File: config.mk
export PLATFORM = sky130hd
export DESIGN_NAME = consistent_hash_ring_lookup
export DESIGN_NICKNAME = d
export VERILOG_FILES = /design/src/hw/rtl/crl_pkg.sv /design/src/hw/rtl/crl_ram.sv /design/src/hw/rtl/consistent_hash_ring_lookup.sv
export SDC_FILE = /design/constraint.sdc
export NUM_CORES = 2
export LEC_CHECK = 0
export BUFFER_PORTS_ARGS = -buffer_cell sky130_fd_sc_hd__buf_2
export CORE_ASPECT_RATIO = 1.2
export CORE_UTILIZATION = 35
export DETAILED_ROUTE_END_ITERATION = 7
export PLACE_DENSITY = 0.54
export SYNTH_ARGS = -nofsm -noshare
export SYNTH_HDL_FRONTEND = slang
export SYNTH_SLANG_ARGS = --single-unit
File: constraint.sdc
create_clock -name clock -period 7 [get_ports clock]
set_clock_uncertainty 0.05 [all_clocks]
set_input_delay 0.35 -clock clock [delete_from_list [all_inputs] [get_ports clock]]
set_output_delay 0.35 -clock clock [all_outputs]
set_load 0.005 [all_outputs]
File: src/hw/rtl/crl_pkg.sv
`default_nettype none
// Shared types and codes for the consistent-hash ring lookup block.
// Used by the ring top level; depends on nothing else.
package crl_pkg;

   localparam int OP_W     = 2;
   localparam int POS_W    = 32;
   localparam int NODE_W   = 16;
   localparam int STATUS_W = 3;

   localparam logic [OP_W-1:0] OP_INSERT = 2'd0;
   localparam logic [OP_W-1:0] OP_REMOVE = 2'd1;
   localparam logic [OP_W-1:0] OP_LOOKUP = 2'd2;

   localparam logic [STATUS_W-1:0] ST_OK     = 3'd0;
   localparam logic [STATUS_W-1:0] ST_DUP    = 3'd1;
   localparam logic [STATUS_W-1:0] ST_FULL   = 3'd2;
   localparam logic [STATUS_W-1:0] ST_ABSENT = 3'd3;
   localparam logic [STATUS_W-1:0] ST_EMPTY  = 3'd4;

   // Flipping the sign bit turns signed order into unsigned order.
   localparam logic [POS_W-1:0] KEY_FLIP = 32'h8000_0000;

   typedef struct packed {
      logic              valid;
      logic [POS_W-1:0]  position;
      logic [NODE_W-1:0] node;
   } entry_type;

endpackage
`default_nettype wire

File: src/hw/rtl/crl_ram.sv
`default_nettype none
// Generic single-write, single-read RAM with a registered read port.
// Stands alone; instanced by the ring top level.
module crl_ram #(
   parameter int WIDTH = 8,
   parameter int DEPTH = 64
) (
   input  wire logic                     clock,
   input  wire logic                     wr_en,
   input  wire logic [$clog2(DEPTH)-1:0] wr_addr,
   input  wire logic [WIDTH-1:0]         wr_data,
   input  wire logic                     rd_en,
   input  wire logic [$clog2(DEPTH)-1:0] rd_addr,
   output logic      [WIDTH-1:0]         rd_data
);

   logic [WIDTH-1:0] mem_ff [DEPTH];
   logic [WIDTH-1:0] rd_data_ff;

   always_ff @(posedge clock) begin
      if (wr_en) begin
         mem_ff[wr_addr] <= wr_data;
      end
      if (rd_en) begin
         rd_data_ff <= mem_ff[rd_addr];
      end
   end

   assign rd_data = rd_data_ff;

endmodule
`default_nettype wire

File: src/hw/rtl/consistent_hash_ring_lookup.sv
`default_nettype none
// Top level of the consistent-hash ring lookup block.
// Depends on crl_pkg and crl_ram.
//
// The ring holds up to RING_ENTRIES (position, node) pairs in one RAM, each
// row carrying its own valid bit. Every word, whether insert, remove or
// lookup, scans all RING_ENTRIES rows through the single RAM read port, one
// row per cycle, and then commits its write and result in the finish step,
// which waits while an earlier result is still untaken. After reset the
// block clears the valid bits of every row and accepts no word during that
// pass. A finished result sits in an output register, so the next word is
// taken while it waits.
module consistent_hash_ring_lookup #(
   parameter int RING_ENTRIES = 64
) (
   input  wire logic                                clock,
   input  wire logic                                reset,
   input  wire logic                                req_valid,
   output logic                                     req_ready,
   input  wire logic [crl_pkg::OP_W-1:0]            req_op,
   input  wire logic signed [crl_pkg::POS_W-1:0]    req_position,
   input  wire logic [crl_pkg::NODE_W-1:0]          req_node_id,
   output logic                                     rsp_valid,
   input  wire logic                                rsp_ready,
   output logic      [crl_pkg::NODE_W-1:0]          rsp_found_node,
   output logic      [crl_pkg::STATUS_W-1:0]        rsp_status
);

   import crl_pkg::*;

   localparam int AW = (RING_ENTRIES > 1) ? $clog2(RING_ENTRIES) : 1;
   localparam int CW = $clog2(RING_ENTRIES + 1);
   localparam logic [AW-1:0] LAST_ADDR = AW'(RING_ENTRIES - 1);
   localparam logic [CW-1:0] FULL_COUNT = CW'(RING_ENTRIES);

   localparam logic [1:0] S_CLEAR  = 2'd0;
   localparam logic [1:0] S_IDLE   = 2'd1;
   localparam logic [1:0] S_SCAN   = 2'd2;
   localparam logic [1:0] S_FINISH = 2'd3;

   logic [1:0]        state_ff, state_in;
   logic [AW-1:0]     addr_ff, addr_in;
   logic              issue_ff, issue_in;
   logic              data_valid_ff, data_valid_in;
   logic              data_last_ff, data_last_in;
   logic [AW-1:0]     data_idx_ff, data_idx_in;
   logic [CW-1:0]     entry_count_ff, entry_count_in;

   logic [OP_W-1:0]   op_ff, op_in;
   logic [POS_W-1:0]  pos_ff, pos_in;
   logic [NODE_W-1:0] node_ff, node_in;

   logic              match_found_ff, match_found_in;
   logic [AW-1:0]     match_idx_ff, match_idx_in;
   logic              free_found_ff, free_found_in;
   logic [AW-1:0]     free_idx_ff, free_idx_in;
   logic              min_found_ff, min_found_in;
   logic [POS_W-1:0]  min_key_ff, min_key_in;
   logic [NODE_W-1:0] min_node_ff, min_node_in;
   logic              succ_found_ff, succ_found_in;
   logic [POS_W-1:0]  succ_key_ff, succ_key_in;
   logic [NODE_W-1:0] succ_node_ff, succ_node_in;

   logic                rsp_valid_ff, rsp_valid_in;
   logic [NODE_W-1:0]   rsp_found_node_ff, rsp_found_node_in;
   logic [STATUS_W-1:0] rsp_status_ff, rsp_status_in;

   logic                     ram_we;
   logic [AW-1:0]            ram_wr_addr;
   entry_type                ram_wr_entry;
   logic [$bits(entry_type)-1:0] ram_rd_data;
   entry_type                rd_entry;
   logic [POS_W-1:0]         rd_key;
   logic [POS_W-1:0]         query_key;
   logic                     req_fire;
   logic                     finish_fire;

   crl_ram #(
      .WIDTH ($bits(entry_type)),
      .DEPTH (RING_ENTRIES)
   ) u_ring_ram (
      .clock   (clock),
      .wr_en   (ram_we),
      .wr_addr (ram_wr_addr),
      .wr_data (ram_wr_entry),
      .rd_en   (issue_ff),
      .rd_addr (addr_ff),
      .rd_data (ram_rd_data)
   );

   assign rd_entry    = entry_type'(ram_rd_data);
   assign rd_key      = rd_entry.position ^ KEY_FLIP;
   assign query_key   = pos_ff ^ KEY_FLIP;
   assign req_ready   = (state_ff == S_IDLE);
   assign req_fire    = req_valid && req_ready;
   assign finish_fire = (state_ff == S_FINISH) && (!rsp_valid_ff || rsp_ready);

   always_comb begin
      state_in          = state_ff;
      addr_in           = addr_ff;
      issue_in          = issue_ff;
      data_valid_in     = issue_ff;
      data_last_in      = issue_ff && (addr_ff == LAST_ADDR);
      data_idx_in       = addr_ff;
      entry_count_in    = entry_count_ff;
      op_in             = op_ff;
      pos_in            = pos_ff;
      node_in           = node_ff;
      match_found_in    = match_found_ff;
      match_idx_in      = match_idx_ff;
      free_found_in     = free_found_ff;
      free_idx_in       = free_idx_ff;
      min_found_in      = min_found_ff;
      min_key_in        = min_key_ff;
      min_node_in       = min_node_ff;
      succ_found_in     = succ_found_ff;
      succ_key_in       = succ_key_ff;
      succ_node_in      = succ_node_ff;
      rsp_valid_in      = rsp_valid_ff && !rsp_ready;
      rsp_found_node_in = rsp_found_node_ff;
      rsp_status_in     = rsp_status_ff;
      ram_we            = 1'b0;
      ram_wr_addr       = addr_ff;
      ram_wr_entry      = '0;

      unique case (state_ff)
         S_CLEAR: begin
            ram_we  = 1'b1;
            addr_in = addr_ff + 1'b1;
            if (addr_ff == LAST_ADDR) begin
               addr_in  = '0;
               state_in = S_IDLE;
            end
         end
         S_IDLE: begin
            if (req_fire) begin
               op_in          = req_op;
               pos_in         = req_position;
               node_in        = req_node_id;
               addr_in        = '0;
               issue_in       = 1'b1;
               match_found_in = 1'b0;
               free_found_in  = 1'b0;
               min_found_in   = 1'b0;
               succ_found_in  = 1'b0;
               state_in       = S_SCAN;
            end
         end
         S_SCAN: begin
            if (issue_ff) begin
               addr_in = addr_ff + 1'b1;
               if (addr_ff == LAST_ADDR) begin
                  issue_in = 1'b0;
                  addr_in  = '0;
               end
            end
            if (data_valid_ff) begin
               if (rd_entry.valid && rd_entry.position == pos_ff) begin
                  match_found_in = 1'b1;
                  match_idx_in   = data_idx_ff;
               end
               if (!rd_entry.valid && !free_found_ff) begin
                  free_found_in = 1'b1;
                  free_idx_in   = data_idx_ff;
               end
               if (rd_entry.valid && (!min_found_ff || rd_key < min_key_ff)) begin
                  min_found_in = 1'b1;
                  min_key_in   = rd_key;
                  min_node_in  = rd_entry.node;
               end
               if (rd_entry.valid && rd_key >= query_key
                   && (!succ_found_ff || rd_key < succ_key_ff)) begin
                  succ_found_in = 1'b1;
                  succ_key_in   = rd_key;
                  succ_node_in  = rd_entry.node;
               end
               if (data_last_ff) begin
                  state_in = S_FINISH;
               end
            end
         end
         S_FINISH: begin
            if (finish_fire) begin
               rsp_valid_in      = 1'b1;
               rsp_found_node_in = '0;
               rsp_status_in     = ST_OK;
               state_in          = S_IDLE;
               unique case (op_ff)
                  OP_INSERT: begin
                     if (match_found_ff) begin
                        rsp_status_in = ST_DUP;
                     end else if (entry_count_ff == FULL_COUNT) begin
                        rsp_status_in = ST_FULL;
                     end else begin
                        ram_we                = 1'b1;
                        ram_wr_addr           = free_idx_ff;
                        ram_wr_entry.valid    = 1'b1;
                        ram_wr_entry.position = pos_ff;
                        ram_wr_entry.node     = node_ff;
                        entry_count_in        = entry_count_ff + 1'b1;
                     end
                  end
                  OP_REMOVE: begin
                     if (!match_found_ff) begin
                        rsp_status_in = ST_ABSENT;
                     end else begin
                        ram_we         = 1'b1;
                        ram_wr_addr    = match_idx_ff;
                        entry_count_in = entry_count_ff - 1'b1;
                     end
                  end
                  OP_LOOKUP: begin
                     if (!min_found_ff) begin
                        rsp_status_in = ST_EMPTY;
                     end else begin
                        rsp_found_node_in = succ_found_ff ? succ_node_ff : min_node_ff;
                     end
                  end
                  default: begin
                     rsp_status_in = ST_OK;
                  end
               endcase
            end
         end
         default: begin
            state_in = S_IDLE;
         end
      endcase
   end

   always_ff @(posedge clock) begin
      if (reset) begin
         state_ff       <= S_CLEAR;
         addr_ff        <= '0;
         issue_ff       <= 1'b0;
         data_valid_ff  <= 1'b0;
         data_last_ff   <= 1'b0;
         entry_count_ff <= '0;
         rsp_valid_ff   <= 1'b0;
      end else begin
         state_ff       <= state_in;
         addr_ff        <= addr_in;
         issue_ff       <= issue_in;
         data_valid_ff  <= data_valid_in;
         data_last_ff   <= data_last_in;
         entry_count_ff <= entry_count_in;
         rsp_valid_ff   <= rsp_valid_in;
      end
   end

   always_ff @(posedge clock) begin
      data_idx_ff       <= data_idx_in;
      op_ff             <= op_in;
      pos_ff            <= pos_in;
      node_ff           <= node_in;
      match_found_ff    <= match_found_in;
      match_idx_ff      <= match_idx_in;
      free_found_ff     <= free_found_in;
      free_idx_ff       <= free_idx_in;
      min_found_ff      <= min_found_in;
      min_key_ff        <= min_key_in;
      min_node_ff       <= min_node_in;
      succ_found_ff     <= succ_found_in;
      succ_key_ff       <= succ_key_in;
      succ_node_ff      <= succ_node_in;
      rsp_found_node_ff <= rsp_found_node_in;
      rsp_status_ff     <= rsp_status_in;
   end

   assign rsp_valid      = rsp_valid_ff;
   assign rsp_found_node = rsp_found_node_ff;
   assign rsp_status     = rsp_status_ff;

   a_count_bounded: assert property (@(posedge clock) disable iff (reset)
      entry_count_ff <= FULL_COUNT)
      else $error("Ring entry count exceeds capacity.");

   a_rsp_from_finish: assert property (@(posedge clock) disable iff (reset)
      $rose(rsp_valid_ff) |-> $past(state_ff) == S_FINISH)
      else $error("Result raised outside the finish step.");

   a_write_when_idle_port: assert property (@(posedge clock) disable iff (reset)
      ram_we |-> (state_ff == S_CLEAR || state_ff == S_FINISH) && !issue_ff)
      else $error("Ring RAM written during a scan.");

   a_node_only_on_ok: assert property (@(posedge clock) disable iff (reset)
      rsp_valid_ff && rsp_status_ff != ST_OK |-> rsp_found_node_ff == '0)
      else $error("Node reported with a failing status.");

endmodule
`default_nettype wire
Yosys cells after proc, flatten, opt, wreduce, memory -nomap -nowiden:

Memories as Yosys holds them, arrays and structs flattened. A register that Yosys moved wholly into a read port is not among the register bits.
Index checks and enable logic that the tools add are counted.

* bits in registers: 206
* bits in latches: 0
* memory bits (writable): 3136
* bits in read-only memories: 0
* input port bits: 54
* output and inout port bits: 21
* logic and storage cells: 149
* memories: 1

* add/sub/neg operators: 3
* multipliers: 0
* div/mod/pow operators: 0
* magnitude comparators: 3
* eq/ne operators: 21
* shifts and indexed selects: 0
* mux-type cells: 58
* bitwise logic cells: 2
* reductions and logical operators: 38

Memory list
* u_ring_ram.mem_ff: depth 64, bits a word 49, read ports 1, clocked after Yosys merged registers in 1, wr ports 1, line crl_ram.sv:17 `logic [WIDTH-1:0] mem_ff [DEPTH];`

Operators by type and width (count)
* $mux W49: 5
* $lt A32 B32 Y1: 2
* $mux W6: 8
* $eq A32 B32 Y1: 1
* $ge A32 B32 Y1: 1
* $ne A2 B2 Y1 const B: 12
* $mux W7: 3
* $mux W1: 20
* $pmux W6 S3: 1
* $mux W16: 1
* $mux W2: 8
* $reduce_and A4 Y1: 4
* $reduce_and A3 Y1: 5
* $pmux W1 S2: 7
* $pmux W7 S2: 1
* $pmux W6 S2: 1
* $logic_and A1 B1 Y1: 9
* $pmux W3 S3: 1
* $pmux W2 S4: 1
* $reduce_and A2 Y1: 4
* $add A7 B1 Y7 const B: 1
* $eq A7 B7 Y1 const B: 1
* $sub A7 B1 Y7 const B: 1
* $add A6 B1 Y6 const B: 1
* 13 further kinds: 26

Logic depth before layout (Yosys ltp):

* depth in word-level cells: 8
* gate-level depth with buffers: 10
* mapped depth without buffers: 10

Modules after synthesis:

From an unflattened synthesis, not the netlist that was laid out.

* cell total of the unflattened synthesis: 6106
* area, all modules: 130677.8 sq um

By module, submodules not included
* crl_ram: instances 1, cells each 5311, area each 120797.1 sq um, sequential area each 95641.7 sq um
* consistent_hash_ring_lookup: instances 1, cells each 795, area each 9880.7 sq um, sequential area each 5935.7 sq um

Worst setup path before layout:

No wires, ideal clock.

* kind: register to register
* start point: register u_ring_ram.rd_data_ff[45] (netlist: u_ring_ram.rd_data[45]) (read register of u_ring_ram.mem_ff)
* end point: register succ_key_ff[0], enable pin
* setup time: 0.513 ns
* arrival time: 5.210 ns
* data required time: 6.437 ns
* path slack: 1.227 ns
* cell stages (with the launch flop): 8
* buffers on the path: 0
* clock period less this slack: 5.773 ns
* path through: edfxtp_1 > ha_1 > nand4_1 > or2_2 > or4_1 > a31oi_1 > nor2_1 > nor3_1

* word-level cells in the longest chain between the ends: 4
* elaborated cells between the ends (all ways): 6
* classes of those cells: 2 x order compare; 4 x reduce/logical

Ends and longest elaborated chain
* start: declaration: line crl_ram.sv:18 `logic [WIDTH-1:0] rd_data_ff;`
* $ge A32 B32 Y1 or $lt A32 B32 Y1 (tied branches): line consistent_hash_ring_lookup.sv:171, consistent_hash_ring_lookup.sv:172
* $logic_and A1 B1 Y1 or $logic_or A1 B1 Y1 (tied branches): line consistent_hash_ring_lookup.sv:171, consistent_hash_ring_lookup.sv:172
* $logic_and A1 B1 Y1 *: line consistent_hash_ring_lookup.sv:172 `&& (!succ_found_ff || rd_key < succ_key_ff)) begin`
* $reduce_and A3 Y1 (no source line) *
* end signal: assignment: line consistent_hash_ring_lookup.sv:264 `succ_key_ff <= succ_key_in;`
* end: declaration: line consistent_hash_ring_lookup.sv:61 `logic [POS_W-1:0] succ_key_ff, succ_key_in;`

Mark *: on every way between the ends. The rest lies on a longest branch, timed or not.
A chain may end at the register's enable or synchronous reset.

Final worst setup path:

* start point: register op_ff[1]
* end point: memory u_ring_ram.mem_ff[36][37] (netlist bit), enable pin

* word-level cells in the longest chain between the ends: 6
* elaborated cells between the ends (all ways): 10
* classes of those cells: 1 x eq/ne; 8 x mux; 1 x reduce/logical

Ends and longest elaborated chain
* start: declaration: line consistent_hash_ring_lookup.sv:49 `logic [OP_W-1:0] op_ff, op_in;`
* start signal: assignment: line consistent_hash_ring_lookup.sv:253 `op_ff <= op_in;`
* $eq A2 B1 Y1 or $logic_not A2 Y1 (tied branches): line consistent_hash_ring_lookup.sv:188 `unique case (op_ff)`
* $pmux W1 S2: line consistent_hash_ring_lookup.sv:188
* $mux W1: line consistent_hash_ring_lookup.sv:183 `if (finish_fire) begin`
* $pmux W1 S2: line consistent_hash_ring_lookup.sv:126 `unique case (state_ff)`
* $mux W1: line crl_ram.sv:21 `if (wr_en) begin`
* $mux W1 (not written as such): line crl_ram.sv:22 `mem_ff[wr_addr] <= wr_data;`
* end: declaration: line crl_ram.sv:17

Several ways; a longest one is shown, not always the timed one.

==> impl_metrics.tcl <==
set metrics [dict create \
    outcome "complete, no violations" \
    wl_per_cell_um 28.4 \
    syn_to_final_growth_pct 14.6 \
    root_buffer "clkbuf_16" \
    drive_above_1_share_pct 30.2 \
    grt_pass1_vias 60973 \
    period_share_pct 72.3 \
    synth_area_um2 130000 \
    async_flop_share_pct 0 \
    fp.dieW_um 559 \
    power_per_cell_area_nw_per_um2 277 \
    min_from "req_position[25]" \
    clock_latency_ns 0.89 \
    setup_viol 0 \
    tightest_slew_ns 1.24 \
    cts.sink_count 3391 \
    clk_path_buf_depth 4 \
    slowest_delay_ns 1.10 \
    synth-edff-count 3366 \
    wl_um 314000 \
    crit_family "simple AND/OR/NAND/NOR gates" \
    yosys_most_used_dff "edfxtp_1" \
    rr_endpoint "u_ring_ram.mem_ff[36][37]" \
    min_path_type "primary input to flip-flop" \
    fp.dieArea_um2 375000 \
    critical_path_peak_fanout 27 \
    initial_core_util_pct 35.1 \
    grt_usage_pct 16.6 \
    critPathCaptureType "flip-flop" \
    hold_end "pos_ff[25]" \
    first_pass_iters 7 \
    die_height_um 670 \
    synth_fp_nets 5650 \
    stdcell_area_um2 149000 \
    stdcell_count 11044 \
    grt_pass1_wl_um 451000 \
    worst-path-buf-inv 1 \
    crit_type "flip-flop to flip-flop" \
    rsz0062_at_grt "no" \
    cts_resized 0 \
    path_clk_slew_ns 0.06 \
    ys_seq_area_share_pct 78.0 \
    grt_max_degree 110 \
    cts_made_buffers 330 \
    syn_inst 5490 \
    crit_chain "and3b_1 -> nand3_1 -> o21ai_1 -> o211a_1 -> nand2_1 -> nor2_4 -> buf_4" \
    clockPowerShare_pct 43.2 \
    place_area_um2 138000 \
    slowest_stage "nor2_4" \
    slew_headroom_pct 17.5 \
    ant_nets 0 \
    globalplace.congestion 0.805 \
    r2r_setup_slack_ns 1.94 \
    yosysWarnings 0 \
    pwr-share-seq_pct 53.4 \
    hold_ws_ns 0.128 \
    r2r_start "op_ff[1]" \
    min_path_cells 2 \
    maxCapViolations 0 \
    core_area_um2 371000 \
    synth.distinct_cells 67 \
    slew_viol_final 0 \
    vias 58246 \
    finalSetupTns_ns 0 \
    drt-initial-drc-count 5646 \
    synth-seq-cells 3391 \
    worstSetupStartpointType "flip-flop" \
    fillers 32099 \
    drc 0 \
    p_sw_w 0.00832 \
    p_int_w 0.0331 \
    max_freq_mhz 197 \
    netSwitchingFraction_pct 20.1 \
    fin_nets 6007 \
    peakVddDrop_uv 172 \
    rows 245 \
    p_leak_nw 44.2 \
    worstRegToRegCells 7 \
    finalCriticalPeriod_ns 5.06 \
    hold_buffers 53 \
    dp_cells 10402 \
    dp_hpwl_um 183000 \
    post-cts-setup-buffers 0 \
    worstPathArrival_ns 5.54 \
    port_buffers 74 \
    cp.required_ns 7.47 \
    grt.overflow.total 0 \
    io_pins 75 \
    vias_per_cell 5.27 \
    avgSynthCellArea_um2 23.7 \
    cts_tree "built" \
    h-tree-depth 5 \
    finalHoldViolations 0 \
    pwr-share-comb_pct 3.3 \
    antenna_found_initial 14 \
]
[placed cells by master, fill, tap and decap left out, types with 5 or more instances in the layout]
| master | count |
|---|---|
| buf_4 | 132 |
| inv_1 | 116 |
| nor3_2 | 32 |
| bufinv_16 | 38 |
| dlygate4sd3_1 | 53 |
| a21o_1 | 12 |
| nand4_1 | 17 |
| buf_12 | 33 |
| o211ai_1 | 6 |
| mux4_2 | 980 |
| mux2i_1 | 17 |
| ha_1 | 105 |
| nor2_4 | 67 |
| edfxtp_1 | 3366 |
| nor3b_1 | 5 |
| clkbuf_16 | 345 |
| a211oi_1 | 5 |
| nand3_1 | 17 |
| clkinv_2 | 74 |
| clkinv_4 | 7 |
| dfxtp_1 | 21 |
| clkbuf_1 | 52 |
| a21oi_1 | 49 |
| buf_2 | 74 |
| clkinvlp_4 | 8 |
| nor3_1 | 17 |
| clkinv_1 | 52 |
| nand2_1 | 99 |
| and3_4 | 9 |
| nor2b_1 | 5 |
| nor2_1 | 54 |
| a22oi_1 | 103 |
| inv_6 | 7 |
| o21ai_0 | 22 |
| nand2b_1 | 6 |
| and3_2 | 9 |
[logic make-up (layout without fill, tap and decap cells)]
| group | after synthesis | in the layout | share of synthesized area [%] |
|---|---|---|---|
| flip-flops | 3391 | 3391 | 78.0 |
| multiplexers | 998 | 998 | 17.1 |
| buffers and inverters | 385 | 995 | 1.25 |
| AND/OR/NAND/NOR | 363 | 363 | 1.28 |
| AO/OA/AOI/OAI | 244 | 244 | 1.34 |
| adder cells (fa/ha/maj) | 106 | 106 | 1.02 |
| XOR/XNOR | 3 | 3 | 0.0202 |
| other | 0 | 4 | 0 |
[metrics by stage]
stage	worst slack (ns)	utilization (%)	total power [W]
floorplan	1.23	-	0.0235
detailed placement	1.94	37.2	0.0240
global route	1.69	40.3	0.0426
CTS	1.91	40.3	0.0418
finish	1.94	40.3	0.0414
global placement	2.10	37.2	0.0240
[layer usage]
layer | wire length (um) | global-route usage, % | vias up
met5 | 26 | 0 | -
met4 | 7130 | 4.03 | 4
met3 | 19900 | 3.13 | 407
met2 | 155000 | 27.5 | 1759
met1 | 131000 | 22.6 | 31849
li1 | - | - | 24227
[flip-flops by register name, summed over array words and instances, names as in the netlist, 2 cells and up]
| register | count |
|---|---|
| pos_ff | 32 |
| state_ff | 2 |
| succ_node_ff | 16 |
| free_idx_ff | 6 |
| data_idx_ff | 6 |
| min_node_ff | 16 |
| min_key_ff | 32 |
| node_ff | 16 |
| match_idx_ff | 6 |
| addr_ff | 6 |
| u_ring_ram.mem_ff | 3136 |
| u_ring_ram.rd_data | 49 |
| succ_key_ff | 32 |
| rsp_found_node | 16 |
| op_ff | 2 |
| rsp_status | 3 |
| entry_count_ff | 7 |
[worst register-to-register path, stage by stage, from the launching register on]
cell,delay [ns]
edfxtp_1,0.57
and3b_1,0.50
nand3_1,0.22
o21ai_1,0.65
o211a_1,0.43
nand2_1,0.62
nor2_4,1.11
buf_4,0.51
[final cells by class]
cell class	instances	area (um^2)	share of cell area, %
clock buffers	399	8860	5.93
diodes	4	10.0	0.00670
clock inverters	186	1890	1.27
repair buffers	292	2550	1.71
inverters	118	450	0.302
well taps	4940	6180	4.14
multi-input cells	1714	27800	18.6
flip-flops and latches	3391	102000	68.0
[how the worst max path moves through the flow]
stage	start	end	slack, ns	cells after the start
floorplan	u_ring_ram.rd_data[45]	succ_key_ff[0]	1.23	7
global placement	op_ff[1]	u_ring_ram.mem_ff[36][38]	2.10	7
detailed placement	op_ff[1]	u_ring_ram.mem_ff[36][37]	1.94	7
CTS	op_ff[1]	u_ring_ram.mem_ff[36][37]	1.91	7
global route	op_ff[1]	u_ring_ram.mem_ff[36][40]	1.69	7
finish	op_ff[1]	u_ring_ram.mem_ff[36][37]	1.94	7
[power by group through the flow]
stage / clock network, W / registers (W) / logic, W
3_5_place_dp: 0 / 0.0226 / 0.00139
4_1_cts: 0.0183 / 0.0221 / 0.00142
5_1_grt: 0.0190 / 0.0221 / 0.00147
6_report: 0.0179 / 0.0221 / 0.00138
2_1_floorplan: 0 / 0.0225 / 0.000972
3_3_place_gp: 0 / 0.0226 / 0.00139
[Yosys cell counts, types with 19 or more instances]
cell / number / area share, %
edfxtp_1: 3366 / 78
mux4_2: 980 / 17
clkbuf_1: 152 / 0.44
nor2_1: 121 / 0.35
inv_1: 117 / 0.34
ha_1: 105 / 1.0
a22oi_1: 103 / 0.59
nand2_1: 100 / 0.29
buf_2: 78 / 0.30
a21oi_1: 49 / 0.19
nor3_1: 48 / 0.18
dfxtp_1: 25 / 0.38
o21ai_0: 22 / 0.085
and3_1: 21 / 0.10
buf_1: 19 / 0.055
(Power assumes the default switching activity.)
